### config.mk
export PLATFORM = sky130hd
export DESIGN_NAME = touch_velocity_and_pull_ratchet
export DESIGN_NICKNAME = d
export VERILOG_FILES = /design/src/hdl/tvpr_pkg.sv /design/src/hdl/tvpr_divider.sv /design/src/hdl/tvpr_front.sv /design/src/hdl/tvpr_back.sv /design/src/hdl/touch_velocity_and_pull_ratchet.sv
export SDC_FILE = /design/constraint.sdc
export NUM_CORES = 1
export LEC_CHECK = 0
export BUFFER_PORTS_ARGS = -buffer_cell sky130_fd_sc_hd__buf_2
export CAP_MARGIN = 25
export CORE_MARGIN = 3
export CORE_UTILIZATION = 56
export CTS_CLUSTER_SIZE = 28
export DETAILED_ROUTE_END_ITERATION = 7
export GPL_ROUTABILITY_DRIVEN = 0
export GPL_TIMING_DRIVEN = 1
export PLACE_DENSITY_LB_ADDON = 0.2
export SETUP_SLACK_MARGIN = 0.15
export SYNTH_ARGS = -nofsm -noshare
export SYNTH_HDL_FRONTEND = slang
export SYNTH_HIERARCHICAL = 1
export SYNTH_SLANG_ARGS = --single-unit
### constraint.sdc
create_clock -name clk -period 8.1 [get_ports clk]
set_clock_uncertainty 0.1 [all_clocks]
set_input_delay 0.405 -clock clk [delete_from_list [all_inputs] [get_ports clk]]
set_output_delay 0.405 -clock clk [all_outputs]
set_load 0.005 [all_outputs]
### src/hdl/tvpr_pkg.sv
`timescale 1ns / 1ps
package tvpr_pkg;

    localparam int HistDepth = 3;
    localparam int HistIdxW  = $clog2(HistDepth);
    localparam int CntW      = $clog2(HistDepth + 1);
    localparam int MsPerS    = 1000;
    localparam int QueueDepth = 2;

    typedef enum logic [1:0] {
        CMD_DOWN = 2'd0,
        CMD_LIFT = 2'd1,
        CMD_MOVE = 2'd2,
        CMD_TICK = 2'd3
    } cmd_t;

    typedef enum logic [2:0] {
        REG_LANE_LEFT_X   = 3'd0,
        REG_LANE_TOP_Y    = 3'd1,
        REG_PULL_LIMIT    = 3'd2,
        REG_PIXELS_NOTCH  = 3'd3,
        REG_NOTCH_LIMIT   = 3'd4,
        REG_STALE_TIMEOUT = 3'd5
    } reg_idx_t;

    typedef struct packed {
        logic [1:0]  cmd;
        logic [9:0]  pos_x;
        logic [9:0]  pos_y;
        logic [31:0] time_ms;
    } item_t;

    typedef struct packed {
        logic [9:0]  lane_left_x;
        logic [9:0]  lane_top_y;
        logic [9:0]  pull_limit;
        logic [7:0]  pixels_per_notch;
        logic [7:0]  notch_limit;
        logic [15:0] stale_timeout;
    } cfg_t;

    typedef struct packed {
        logic        finger_down;
        logic [9:0]  finger_x;
        logic [9:0]  finger_y;
        logic [15:0] speed_x;
        logic [15:0] speed_y;
        logic        pull_active;
        logic [9:0]  pull_px;
        logic [7:0]  pull_notches;
        logic [7:0]  notch_step;
        logic        release_valid;
        logic [9:0]  release_pull;
        logic [7:0]  release_notches;
    } result_t;

    typedef enum logic [2:0] {
        ST_IDLE,
        ST_SPEED_X,
        ST_SPEED_Y,
        ST_NOTCH,
        ST_FINISH,
        ST_OUT
    } exec_state_t;

    typedef enum logic [1:0] {
        DIV_IDLE,
        DIV_RUN,
        DIV_DONE
    } div_state_t;

endpackage

### src/hdl/tvpr_divider.sv
`timescale 1ns / 1ps
// Restoring divider for magnitudes: 41-bit dividend by 32-bit divisor, one bit per cycle.
module tvpr_divider
    import tvpr_pkg::*;
(
    input  logic        clk,
    input  logic        rst_n,
    input  logic        start,
    input  logic [40:0] dividend,
    input  logic [31:0] divisor,
    output logic        done,
    output logic [40:0] quotient
);

    div_state_t  state_reg, state_next;
    logic [5:0]  count_reg, count_next;
    logic [40:0] quo_reg, quo_next;
    logic [32:0] rem_reg, rem_next;
    logic [32:0] trial;

    always_ff @(posedge clk or negedge rst_n)
    begin
        if (!rst_n)
        begin
            state_reg <= DIV_IDLE;
            count_reg <= '0;
        end
        else
        begin
            state_reg <= state_next;
            count_reg <= count_next;
        end
    end

    always_ff @(posedge clk)
    begin
        quo_reg <= quo_next;
        rem_reg <= rem_next;
    end

    always_comb
    begin
        state_next = state_reg;
        count_next = count_reg;
        quo_next   = quo_reg;
        rem_next   = rem_reg;
        trial      = {rem_reg[31:0], quo_reg[40]} - {1'b0, divisor};
        unique case (state_reg)
            DIV_IDLE:
            begin
                if (start)
                begin
                    quo_next   = dividend;
                    rem_next   = '0;
                    count_next = 6'd41;
                    state_next = DIV_RUN;
                end
            end
            DIV_RUN:
            begin
                if (!trial[32])
                begin
                    rem_next = trial;
                    quo_next = {quo_reg[39:0], 1'b1};
                end
                else
                begin
                    rem_next = {rem_reg[31:0], quo_reg[40]};
                    quo_next = {quo_reg[39:0], 1'b0};
                end
                count_next = count_reg - 6'd1;
                if (count_reg == 6'd1)
                    state_next = DIV_DONE;
            end
            DIV_DONE:
                state_next = DIV_IDLE;
            default:
                state_next = DIV_IDLE;
        endcase
    end

    assign done     = (state_reg == DIV_DONE);
    assign quotient = quo_reg;

endmodule

### src/hdl/tvpr_front.sv
`timescale 1ns / 1ps
// Input side: registers the configuration and queues accepted items.
module tvpr_front
    import tvpr_pkg::*;
(
    input  logic        clk,
    input  logic        rst_n,
    input  logic        in_valid,
    output logic        in_ready,
    input  item_t       in_item,
    input  logic        cfg_valid,
    output logic        cfg_ready,
    input  logic [2:0]  cfg_index,
    input  logic [31:0] cfg_data,
    output cfg_t        cfg,
    output logic        q_valid,
    input  logic        q_pop,
    output item_t       q_item
);

    item_t       mem_reg [QueueDepth];
    logic        wr_ptr_reg, rd_ptr_reg;
    logic [1:0]  fill_reg;
    cfg_t        cfg_reg;
    logic        push;

    assign in_ready  = (fill_reg != 2'(QueueDepth));
    assign push      = in_valid && in_ready;
    assign q_valid   = (fill_reg != 2'd0);
    assign q_item    = mem_reg[rd_ptr_reg];
    assign cfg_ready = 1'b1;
    assign cfg       = cfg_reg;

    always_ff @(posedge clk)
    begin
        if (push)
            mem_reg[wr_ptr_reg] <= in_item;
    end

    always_ff @(posedge clk or negedge rst_n)
    begin
        if (!rst_n)
        begin
            wr_ptr_reg <= 1'b0;
            rd_ptr_reg <= 1'b0;
            fill_reg   <= '0;
            cfg_reg    <= '{10'd0, 10'd0, 10'd64, 8'd8, 8'd8, 16'd500};
        end
        else
        begin
            if (push)
                wr_ptr_reg <= ~wr_ptr_reg;
            if (q_pop)
                rd_ptr_reg <= ~rd_ptr_reg;
            fill_reg <= fill_reg + 2'(push) - 2'(q_pop);
            if (cfg_valid)
            begin
                unique case (cfg_index)
                    REG_LANE_LEFT_X:   cfg_reg.lane_left_x      <= cfg_data[9:0];
                    REG_LANE_TOP_Y:    cfg_reg.lane_top_y       <= cfg_data[9:0];
                    REG_PULL_LIMIT:    cfg_reg.pull_limit       <= cfg_data[9:0];
                    REG_PIXELS_NOTCH:  cfg_reg.pixels_per_notch <= cfg_data[7:0];
                    REG_NOTCH_LIMIT:   cfg_reg.notch_limit      <= cfg_data[7:0];
                    REG_STALE_TIMEOUT: cfg_reg.stale_timeout    <= cfg_data[15:0];
                    default: ;
                endcase
            end
        end
    end

endmodule

### src/hdl/tvpr_back.sv
`timescale 1ns / 1ps
// Execution side: state update, two velocity divisions and one notch division.
module tvpr_back
    import tvpr_pkg::*;
(
    input  logic    clk,
    input  logic    rst_n,
    input  cfg_t    cfg,
    input  logic    q_valid,
    output logic    q_pop,
    input  item_t   q_item,
    output logic    out_valid,
    input  logic    out_ready,
    output result_t res
);

    exec_state_t state_reg, state_next;
    item_t       it_reg, it_next;
    result_t     res_reg, res_next;

    logic             down_reg, down_next;
    logic [9:0]       last_x_reg, last_x_next, last_y_reg, last_y_next;
    logic [9:0]       hx_reg [HistDepth], hy_reg [HistDepth];
    logic [31:0]      ht_reg [HistDepth];
    logic [CntW-1:0]  cnt_reg, cnt_next;
    logic [15:0]      vx_reg, vx_next, vy_reg, vy_next;
    logic [31:0]      let_reg, let_next;
    logic             ga_reg, ga_next;
    logic [9:0]       gsy_reg, gsy_next, gp_reg, gp_next;
    logic [7:0]       gn_reg, gn_next;
    logic             push_next;
    logic             dx_reg, dx_next;
    logic [31:0]      dt_reg, dt_next;

    logic             div_start;
    logic [40:0]      div_dividend, div_q;
    logic [31:0]      div_divisor;
    logic             div_done;

    logic [HistIdxW-1:0] old_idx;
    logic [31:0]      diff;
    logic             begin_ok;
    logic signed [10:0] delta;
    logic [10:0]      dmag;
    logic [40:0]      qmag;
    logic [15:0]      sat;
    logic [9:0]       pull_dist;
    logic [7:0]       ntch;

    tvpr_divider u_div (
        .clk      (clk),
        .rst_n    (rst_n),
        .start    (div_start),
        .dividend (div_dividend),
        .divisor  (div_divisor),
        .done     (div_done),
        .quotient (div_q)
    );

    always_ff @(posedge clk or negedge rst_n)
    begin
        if (!rst_n)
        begin
            state_reg  <= ST_IDLE;
            down_reg   <= 1'b0;
            last_x_reg <= '0;
            last_y_reg <= '0;
            cnt_reg    <= '0;
            vx_reg     <= '0;
            vy_reg     <= '0;
            let_reg    <= '0;
            ga_reg     <= 1'b0;
            gsy_reg    <= '0;
            gp_reg     <= '0;
            gn_reg     <= '0;
        end
        else
        begin
            state_reg  <= state_next;
            down_reg   <= down_next;
            last_x_reg <= last_x_next;
            last_y_reg <= last_y_next;
            cnt_reg    <= cnt_next;
            vx_reg     <= vx_next;
            vy_reg     <= vy_next;
            let_reg    <= let_next;
            ga_reg     <= ga_next;
            gsy_reg    <= gsy_next;
            gp_reg     <= gp_next;
            gn_reg     <= gn_next;
        end
    end

    // The new sample enters the history at the same edge that registers the item.
    always_ff @(posedge clk)
    begin
        it_reg   <= it_next;
        res_reg  <= res_next;
        dx_reg   <= dx_next;
        dt_reg   <= dt_next;
        if (push_next)
        begin
            for (int i = HistDepth - 1; i > 0; i--)
            begin
                hx_reg[i] <= hx_reg[i-1];
                hy_reg[i] <= hy_reg[i-1];
                ht_reg[i] <= ht_reg[i-1];
            end
            hx_reg[0] <= it_next.pos_x;
            hy_reg[0] <= it_next.pos_y;
            ht_reg[0] <= it_next.time_ms;
        end
    end

    // Oldest kept sample once the new one sits at index 0.
    assign old_idx = (cnt_reg >= CntW'(HistDepth)) ? HistIdxW'(HistDepth - 1)
                                                   : HistIdxW'(cnt_reg - CntW'(1));
    assign diff    = ht_reg[0] - ht_reg[old_idx];
    assign begin_ok = (it_reg.pos_x >= cfg.lane_left_x) && (it_reg.pos_y >= cfg.lane_top_y);
    assign delta   = dx_reg ? ($signed({1'b0, hx_reg[0]}) - $signed({1'b0, hx_reg[old_idx]}))
                            : ($signed({1'b0, hy_reg[0]}) - $signed({1'b0, hy_reg[old_idx]}));
    assign dmag    = delta[10] ? 11'(-delta) : 11'(delta);
    assign qmag    = div_q;
    assign pull_dist = (it_reg.pos_y > gsy_reg) ? it_reg.pos_y - gsy_reg : 10'd0;

    always_comb
    begin
        if (delta[10])
            sat = (qmag > 41'd32768) ? 16'h8000 : 16'(-qmag[15:0]);
        else
            sat = (qmag > 41'd32767) ? 16'h7FFF : qmag[15:0];
    end

    always_comb
    begin
        state_next  = state_reg;
        it_next     = it_reg;
        res_next    = res_reg;
        down_next   = down_reg;
        last_x_next = last_x_reg;
        last_y_next = last_y_reg;
        cnt_next    = cnt_reg;
        vx_next     = vx_reg;
        vy_next     = vy_reg;
        let_next    = let_reg;
        ga_next     = ga_reg;
        gsy_next    = gsy_reg;
        gp_next     = gp_reg;
        gn_next     = gn_reg;
        push_next   = 1'b0;
        dx_next     = dx_reg;
        dt_next     = dt_reg;
        q_pop       = 1'b0;
        div_start   = 1'b0;
        div_dividend = 41'(dmag) * 41'(MsPerS);
        div_divisor  = dt_reg;
        ntch        = 8'd0;
        unique case (state_reg)
            ST_IDLE:
            begin
                if (q_valid)
                begin
                    q_pop   = 1'b1;
                    it_next = q_item;
                    res_next.notch_step      = '0;
                    res_next.release_valid   = 1'b0;
                    res_next.release_pull    = '0;
                    res_next.release_notches = '0;
                    unique case (q_item.cmd) inside
                        CMD_DOWN, CMD_MOVE:
                        begin
                            last_x_next = q_item.pos_x;
                            last_y_next = q_item.pos_y;
                            let_next    = q_item.time_ms;
                            push_next   = 1'b1;
                            if (q_item.cmd == CMD_DOWN || !down_reg)
                            begin
                                cnt_next = CntW'(1);
                                // pull begin decided in ST_SPEED_X with the item registered
                                dx_next  = 1'b1;
                            end
                            else
                            begin
                                cnt_next = (cnt_reg < CntW'(HistDepth)) ? cnt_reg + CntW'(1)
                                                                        : cnt_reg;
                                dx_next  = 1'b0;
                            end
                            down_next  = 1'b1;
                            state_next = ST_SPEED_X;
                        end
                        CMD_LIFT:
                        begin
                            down_next  = 1'b0;
                            let_next   = q_item.time_ms;
                            state_next = ST_FINISH;
                            if (ga_reg)
                            begin
                                ga_next = 1'b0;
                                gp_next = '0;
                                gn_next = '0;
                                if (gp_reg != '0)
                                begin
                                    res_next.release_valid   = 1'b1;
                                    res_next.release_pull    = gp_reg;
                                    res_next.release_notches = gn_reg;
                                end
                            end
                        end
                        default:
                        begin
                            state_next = ST_FINISH;
                            if (down_reg && let_reg != '0 &&
                                (q_item.time_ms - let_reg) > {16'd0, cfg.stale_timeout})
                            begin
                                down_next = 1'b0;
                                if (ga_reg)
                                begin
                                    ga_next = 1'b0;
                                    gp_next = '0;
                                    gn_next = '0;
                                    if (gp_reg != '0)
                                    begin
                                        res_next.release_valid   = 1'b1;
                                        res_next.release_pull    = gp_reg;
                                        res_next.release_notches = gn_reg;
                                    end
                                end
                            end
                        end
                    endcase
                end
            end
            ST_SPEED_X:
            begin
                // History has been pushed; dx_reg flags a restart for pull begin.
                if (dx_reg && begin_ok)
                begin
                    ga_next  = 1'b1;
                    gsy_next = it_reg.pos_y;
                    gp_next  = '0;
                    gn_next  = '0;
                end
                dx_next = 1'b1;
                if (it_reg.cmd == CMD_DOWN)
                    state_next = ST_FINISH;
                else if (cnt_reg < CntW'(2))
                begin
                    vx_next = '0;
                    vy_next = '0;
                    state_next = ST_NOTCH;
                end
                else if (diff == '0 || diff[31])
                    state_next = ST_NOTCH;
                else
                begin
                    dt_next    = diff;
                    state_next = ST_SPEED_Y;
                end
            end
            ST_SPEED_Y:
            begin
                // dx_reg high: running x, else y. The divider starts on entry and again for y once x is done.
                if (div_done)
                begin
                    if (dx_reg)
                    begin
                        vx_next = sat;
                        dx_next = 1'b0;
                    end
                    else
                    begin
                        vy_next    = sat;
                        state_next = ST_NOTCH;
                    end
                end
                else
                    div_start = 1'b1;
            end
            ST_NOTCH:
            begin
                if (ga_reg)
                begin
                    if (!div_done)
                    begin
                        div_divisor  = (cfg.pixels_per_notch == '0) ? 32'd1
                                                                    : 32'(cfg.pixels_per_notch);
                        gp_next   = (pull_dist > cfg.pull_limit) ? cfg.pull_limit : pull_dist;
                        div_dividend = 41'(gp_next);
                        div_start = 1'b1;
                    end
                    else
                    begin
                        ntch = (div_q > 41'(cfg.notch_limit)) ? cfg.notch_limit : div_q[7:0];
                        if (ntch > gn_reg)
                        begin
                            res_next.notch_step = ntch - gn_reg;
                            gn_next = ntch;
                        end
                        state_next = ST_FINISH;
                    end
                end
                else
                    state_next = ST_FINISH;
            end
            ST_FINISH:
            begin
                res_next.finger_down  = down_reg;
                res_next.finger_x     = last_x_reg;
                res_next.finger_y     = last_y_reg;
                res_next.speed_x      = vx_reg;
                res_next.speed_y      = vy_reg;
                res_next.pull_active  = ga_reg;
                res_next.pull_px      = gp_reg;
                res_next.pull_notches = gn_reg;
                state_next = ST_OUT;
            end
            ST_OUT:
            begin
                if (out_ready)
                    state_next = ST_IDLE;
            end
            default:
                state_next = ST_IDLE;
        endcase
    end

    assign out_valid = (state_reg == ST_OUT);
    assign res       = res_reg;

endmodule

### src/hdl/touch_velocity_and_pull_ratchet.sv
`timescale 1ns / 1ps
// Touch tracker with velocity estimate and pull ratchet. Items transfer into a
// two-entry queue, so a new item can be taken while a result waits; the back end
// then handles one item at a time. A move may run the x and y velocity divisions
// and the notch division, which share one restoring divider, one after another.
// A result that is not taken holds the back end until out_ready is high.
// Configuration writes are taken every cycle and should be made while idle.
module touch_velocity_and_pull_ratchet
    import tvpr_pkg::*;
(
    input  logic        clk,
    input  logic        rst_n,
    input  logic        in_valid,
    output logic        in_ready,
    input  logic [1:0]  cmd,
    input  logic [9:0]  pos_x,
    input  logic [9:0]  pos_y,
    input  logic [31:0] time_ms,
    input  logic        cfg_valid,
    output logic        cfg_ready,
    input  logic [2:0]  cfg_index,
    input  logic [31:0] cfg_data,
    output logic        out_valid,
    input  logic        out_ready,
    output logic        finger_down,
    output logic [9:0]  finger_x,
    output logic [9:0]  finger_y,
    output logic signed [15:0] speed_x,
    output logic signed [15:0] speed_y,
    output logic        pull_active,
    output logic [9:0]  pull_px,
    output logic [7:0]  pull_notches,
    output logic [7:0]  notch_step,
    output logic        release_valid,
    output logic [9:0]  release_pull,
    output logic [7:0]  release_notches
);

    cfg_t    cfg;
    item_t   in_item, q_item;
    logic    q_valid, q_pop;
    result_t res;

    assign in_item = '{cmd, pos_x, pos_y, time_ms};

    tvpr_front u_front (
        .clk       (clk),
        .rst_n     (rst_n),
        .in_valid  (in_valid),
        .in_ready  (in_ready),
        .in_item   (in_item),
        .cfg_valid (cfg_valid),
        .cfg_ready (cfg_ready),
        .cfg_index (cfg_index),
        .cfg_data  (cfg_data),
        .cfg       (cfg),
        .q_valid   (q_valid),
        .q_pop     (q_pop),
        .q_item    (q_item)
    );

    tvpr_back u_back (
        .clk       (clk),
        .rst_n     (rst_n),
        .cfg       (cfg),
        .q_valid   (q_valid),
        .q_pop     (q_pop),
        .q_item    (q_item),
        .out_valid (out_valid),
        .out_ready (out_ready),
        .res       (res)
    );

    assign finger_down     = res.finger_down;
    assign finger_x        = res.finger_x;
    assign finger_y        = res.finger_y;
    assign speed_x         = res.speed_x;
    assign speed_y         = res.speed_y;
    assign pull_active     = res.pull_active;
    assign pull_px         = res.pull_px;
    assign pull_notches    = res.pull_notches;
    assign notch_step      = res.notch_step;
    assign release_valid   = res.release_valid;
    assign release_pull    = res.release_pull;
    assign release_notches = res.release_notches;

endmodule

* Yosys cells after proc, flatten, opt, wreduce, memory -nomap -nowiden
Memory sizes are Yosys's and may differ from the RTL's.
Index checks and enable logic that the tools add are counted.
** Storage, ports and cells
- Output and inout bits :: 102
- Bits of input ports :: 94
- Logic and storage cells :: 263
- Memory bits (writable) :: 264
- Register bits after elaboration :: 452
- Memories kept :: 4
** Memories
- u_front.mem_reg :: words 2, width 54, read ports 1, clocked after Yosys merged registers in 0, write ports 1, line tvpr_front.sv:21 : item_t mem_reg [QueueDepth];
- u_back.ht_reg :: words 3, width 32, read ports 3, clocked after Yosys merged registers in 0, write ports 3, line tvpr_back.sv:24 : logic [31:0] ht_reg [HistDepth];
- u_back.hx_reg :: words 3, width 10, read ports 3, clocked after Yosys merged registers in 0, write ports 3, line tvpr_back.sv:23 : logic [9:0] hx_reg [HistDepth], hy_reg [HistDepth];
- u_back.hy_reg :: words 3, width 10, read ports 3, clocked after Yosys merged registers in 0, write ports 3, line tvpr_back.sv:23
** Cells by class
- Bitwise logic cells :: 5
- Mux-type cells :: 99
- Reduce and logical (&&, ||, !) cells :: 51
- $lt $le $gt $ge :: 12
- $mul :: 1
- Equality and inequality tests :: 34
- Add/sub/neg operators :: 14
** Operator list (count)
- 32-bit 2-to-1 mux :: 5
- 16-bit 2-to-1 mux :: 9
- 41-bit 2-to-1 mux :: 3
- 52-bit 2-to-1 mux :: 2
- 8-bit 2-to-1 mux :: 12
- 41-bit one-hot mux with 2 select lines :: 1
- 10-bit 2-to-1 mux :: 8
- 16-bit one-hot mux with 2 select lines :: 2
- 32-bit one-hot mux with 2 select lines :: 1
- 32-bit subtractor :: 2
- 19-bit 2-to-1 mux :: 3
- 41-bit by 15-bit > comparator with 1-bit output (second input constant) :: 1
- 41-bit by 16-bit > comparator with 1-bit output (second input constant) :: 1
- 41-bit by 8-bit > comparator with 1-bit output :: 1
- 19-bit one-hot mux with 2 select lines :: 1
- 33-bit by 32-bit subtractor with 33-bit output :: 1
- 32-bit by 16-bit > comparator with 1-bit output :: 1
- 32-bit zero test :: 1
- 8-bit one-hot mux with 2 select lines :: 2
- 32-bit nonzero test :: 1
- 10-bit one-hot mux with 3 select lines :: 1
- 27-bit 2-to-1 mux :: 1
- 3-bit 2-to-1 mux :: 9
- 5-bit AND reduction :: 5
- 55 further kinds :: 142

* Longest topological paths before layout
An unclocked memory read counts as a cell.
- Depth in word-level cells :: 13
- Depth in mapped cells :: 38
- Gate-level depth less buffers :: 35

* Modules after synthesis
Netlist, hierarchy kept.
** By module, submodules not included
- tvpr_back :: times used 1, cells each 2661, sequential area each 12727.2 sq um, area an instance 26924.6 sq um
- tvpr_front :: times used 1, cells each 323, sequential area each 4906.0 sq um, area an instance 6491.2 sq um
- tvpr_divider :: times used 1, cells each 591, sequential area each 2392.3 sq um, area an instance 5345.1 sq um

* Least setup slack after synthesis
Ideal clock, no wire load.
- Path type :: flip-flop to flip-flop
- From :: register u_back.cnt_reg[1]
- To :: register u_back.u_div.quo_reg[20] (netlist: u_back/u_div/quotient[20]), data pin
- Path slack :: -0.279 ns
- Data arrival time :: 8.026 ns
- Library setup time :: 0.253 ns
- Data required time :: 7.747 ns
- Clock period less this slack :: 8.379 ns
- Cell stages (with the launch flop) :: 37
- Path buffers :: 2
- Path through :: dfrtp_1 ha_1 nor2_1 clkbuf_1 mux2i_1 a21oi_1 ha_1 fa_1 nor2b_1 o21ai_0 a21boi_1 o21ai_1 a21oi_1 a2111oi_4 nor2_1 clkbuf_1 nor2_1 xor2_1 fa_1 inv_1 fa_1 inv_1 fa_1 fa_1 inv_1 ha_1 a21o_1 a21o_1 a21o_1 a21oi_1 o21ai_0 o41ai_1 o21ai_0 xnor2_1 nor2_1 nand2_1 nand2_1
** Between the ends
- Word-level cells in the longest chain between the ends :: 13
- Elaborated cells between the ends (all ways) :: 16
- Those cells by class :: add/sub (4); mul (1); order compare (1); mux (8); memory (2)
** Ends and longest elaborated chain
- start, declared :: line tvpr_back.sv:25 : logic [CntW-1:0] cnt_reg, cnt_next;
- start signal, assigned :: line tvpr_back.sv:83 : cnt_reg <= cnt_next;
- 2-bit by 1-bit subtractor with 2-bit output or 2-bit >= comparator (tied branches) :: line tvpr_back.sv:117, tvpr_back.sv:116
- 2-bit 2-to-1 mux (*) :: line tvpr_back.sv:116 : assign old_idx = (cnt_reg >= CntW'(HistDepth)) ? HistIdxW'(HistDepth - 1)
- memory read 3 x 10 bit
- 10-bit by 10-bit subtractor with 11-bit output, on equally long branches :: line tvpr_back.sv:121, tvpr_back.sv:120
- 11-bit 2-to-1 mux (*) :: line tvpr_back.sv:120 : assign delta = dx_reg ? ($signed({1'b0, hx_reg[0]}) - $signed({1'b0, hx_reg[old_idx]}))
- 11-bit negation :: line tvpr_back.sv:122 : assign dmag = delta[10] ? 11'(-delta) : 11'(delta);
- 11-bit 2-to-1 mux (*) :: line tvpr_back.sv:122
- 11-bit by 7-bit multiplier with 18-bit output (*) :: line tvpr_back.sv:155 : div_dividend = 41'(dmag) * 41'(MsPerS);
- 21-bit 2-to-1 mux :: line tvpr_back.sv:283 : if (!div_done)
- 41-bit 2-to-1 mux :: line tvpr_back.sv:281 : if (ga_reg)
- 41-bit 2-to-1 mux (*) :: line tvpr_back.sv:158 : unique case (state_reg)
- named net u_back.div_dividend[20] :: line tvpr_back.sv:36 : logic [40:0] div_dividend, div_q;
- 41-bit 2-to-1 mux (*) :: line tvpr_divider.sv:51 : if (start)
- 41-bit one-hot mux with 2 select lines (*) :: line tvpr_divider.sv:48 : unique case (state_reg)
- named net u_back.u_div.quo_next[20] :: line tvpr_divider.sv:17 : logic [40:0] quo_reg, quo_next;
- end signal, assigned :: line tvpr_divider.sv:37 : quo_reg <= quo_next;
- end, declared :: line tvpr_divider.sv:17
Mark *: on every way through the listed nets, which the timed path passes. The rest lies on a longest branch. The select of a mux whose other input is x is not followed.
A chain may end at the register's enable or synchronous reset.

* Final worst setup path
- From :: register u_back.cnt_reg[0]
- To :: register u_back.u_div.quo_reg[18] (netlist: u_back/u_div/quotient[18]), data pin
The elaborated chain is that of the path after synthesis.

==> results.yml <==
status:
  status: "finished clean"
die:
  io-pin-count: 196
  rows: 95
  design.core.area_um2: 67900
  die_area_um2: 72400
  die_h_um: 269
  initial_core_util_pct: 57.1
  fp.dieW_um: 269
global_route:
  grt_pass1_wl_um: 139000
  grt_start_max_net_pins: 104
  grt_pass1_vias: 26100
  gr-total-overflow: 0
  grt_usage_pct: 24.2
  antenna_found_initial: 1
setup_path:
  cp-start-kind: "flip-flop"
  crit_family: "adder cells"
  crit_fanout: 16
  worst-setup-path-type: "reg2reg"
  crit_slowest_cell: "fa_1"
  cp_num_buf_inv: 7
  arrival_ns: 7.89
  cp.required_ns: 8.36
  critPathMaxStageDelay_ns: 0.52
  end_kind: "flip-flop"
sta:
  period_share_pct: 94.2
  rsz0062_at_grt: "true"
  hold_viol: 0
  setup_viol: 0
  slew_headroom_pct: 28.6
  fin_tns_setup_ns: 0
  worst_slew_pin_slew_ns: 1.06
  fmax_mhz: 131
  timing.final.crit_period_ns: 7.63
  slew_viol_final: 0
logic_synthesis:
  synth-seq-cells: 716
  async_flop_share_pct: 27.0
  synth_top_area_share_pct: 36.5
  synthCells: 3575
  synthMostInstantiatedCell: "nand2_1"
  yosys-top-cells-count: "nand2_1, edfxtp_1, inv_1"
  netlist_top_cells_area: "edfxtp_1, dfrtp_1, ha_1"
  synth_area_leader_cell: "edfxtp_1"
  syn-cell-area_um2: 38800
  seq_area_frac_synth_pct: 51.7
  yosys_warnings: 6
  synthFlopType: "edfxtp_1"
  ys_types: 102
  synth_edf_count: 471
  syn_avg_cell_area_um2: 10.8
finish:
  syn_to_final_growth_pct: 13.6
  num_antenna_cells: 0
  drive_above_1_share_pct: 16.3
  largest_reg_flops: 108
  final_net_count: 4197
cts:
  root_buffer: "clkbuf_16"
  clock_latency_ns: 0.62
  cts_inserted_buffers: 75
  cts_tree: "yes"
  clock-sinks: 716
  htree_num_levels: 3
  cts_buffer_depth: 3
  clkTransAtPathRegs_ns: 0.06
detailed_routing:
  first_pass_iters: 6
  final_antenna_net_count: 0
  vias_per_cell: 5.70
  drc: 0
  detail_route.wl_per_cell_um: 18.3
  num_vias: 27400
  drtIter0Drc: 2096
  routed_wl_um: 88300
job:
  drv_cap: 0
placement:
  io_buffers: 178
  hpwlAfterDp_um: 61700
worst_hold_path:
  hold_path_class: "in2reg"
final timing paths:
| check | startpoint | endpoint | slack [ns] | depth (start not counted) |
|---|---|---|---|---|
| max in group asynchronous | rst_n | u_front/rd_ptr_reg | 6.08 | 3 |
| worst max register to register | u_back/cnt_reg[0] | u_back/u_div/quotient[18] | 0.47 | 36 |
| worst max-delay path | u_back/cnt_reg[0] | u_back/u_div/quotient[18] | 0.47 | 36 |
| min in group asynchronous | rst_n | u_back/vy_reg[3] | 0.31 | 2 |
| worst min-delay path | cfg_data[9] | u_front/cfg[41] | 0.05 | 2 |
| worst min register to register | u_back/vy_reg[8] | u_back/res[54] | 0.34 | 0 |
logic make-up after synthesis:
kind of cell,after synthesis,synth area share [%]
simple gates,1135,13.9
flops,716,51.7
compound gates,703,11.3
buf+inv,386,3.93
fa+ha+maj,273,9.55
mux,248,7.08
xor+xnor,112,2.53
other cells,2,0.0194
area by class of cell:
| type | count | area (um2) |
|---|---|---|
| multi-input cells | 2492 | 17500 |
| repair buffers | 294 | 1960 |
| clock inverters | 30 | 273 |
| well taps | 921 | 1150 |
| flip-flops and latches | 716 | 20000 |
| clock buffers | 108 | 2180 |
| fillers | 5273 | 23800 |
| inverters | 251 | 942 |
cell usage in the layout (no fill, tap or decap), drive strengths merged, types with 21 or more instances in the layout:
master / instances
or3: 27
clkinv: 22
nand2: 501
xnor2: 74
nor2: 183
mux2i: 46
conb: 21
inv: 253
mux2: 202
o21a: 29
xor2: 38
dfrtp: 184
o21ai: 247
fa: 38
nand3: 102
edfxtp: 471
dfxtp: 52
buf: 232
ha: 235
a21o: 50
a31oi: 30
dlygate4sd3: 61
nor3: 62
nor4: 32
nor2b: 33
a21oi: 160
nand4: 37
and2: 47
a211oi: 29
clkbuf: 109
and3: 22
per-layer routing:
| layer | up-vias | track usage [%] | routed length [um] |
|---|---|---|---|
| met4 | 0 | 7.49 | 2250 |
| met3 | 119 | 3.65 | 5190 |
| met2 | 767 | 38.6 | 41000 |
| met5 | - | 0 | 0 |
| met1 | 13200 | 34.6 | 39900 |
| li1 | 13400 | - | - |
timing repair:
action                                  4_1_cts  5_1_grt
hold buffers                                 61        0
endpoints found under the setup margin        1        6
pin swaps                                     0       11
endpoints found under the hold margin       212        0
buffers inserted                              0        7
resized for setup                             2       35
metrics by stage:
stage | cells | cell area (um2) | hold WS, ns | setup slack (ns) | utilization [%]
6_report | 4812 | 44000 | 0.0480 | 0.471 | 64.9
5_1_grt | 4812 | 44000 | 0.0459 | 0.137 | 64.9
4_1_cts | 4804 | 43800 | 0.0337 | 0.236 | 64.6
3_5_place_dp | 4605 | 40800 | 0.330 | 0.0957 | 60.1
3_3_place_gp | 4604 | 40800 | 0.324 | 0.186 | 60.1
2_1_floorplan | 3594 | 38900 | 0.00941 | 0.155 | -
Power is not shown: default switching activity piles up to over one toggle a cycle in this logic, so the estimate is an artifact.
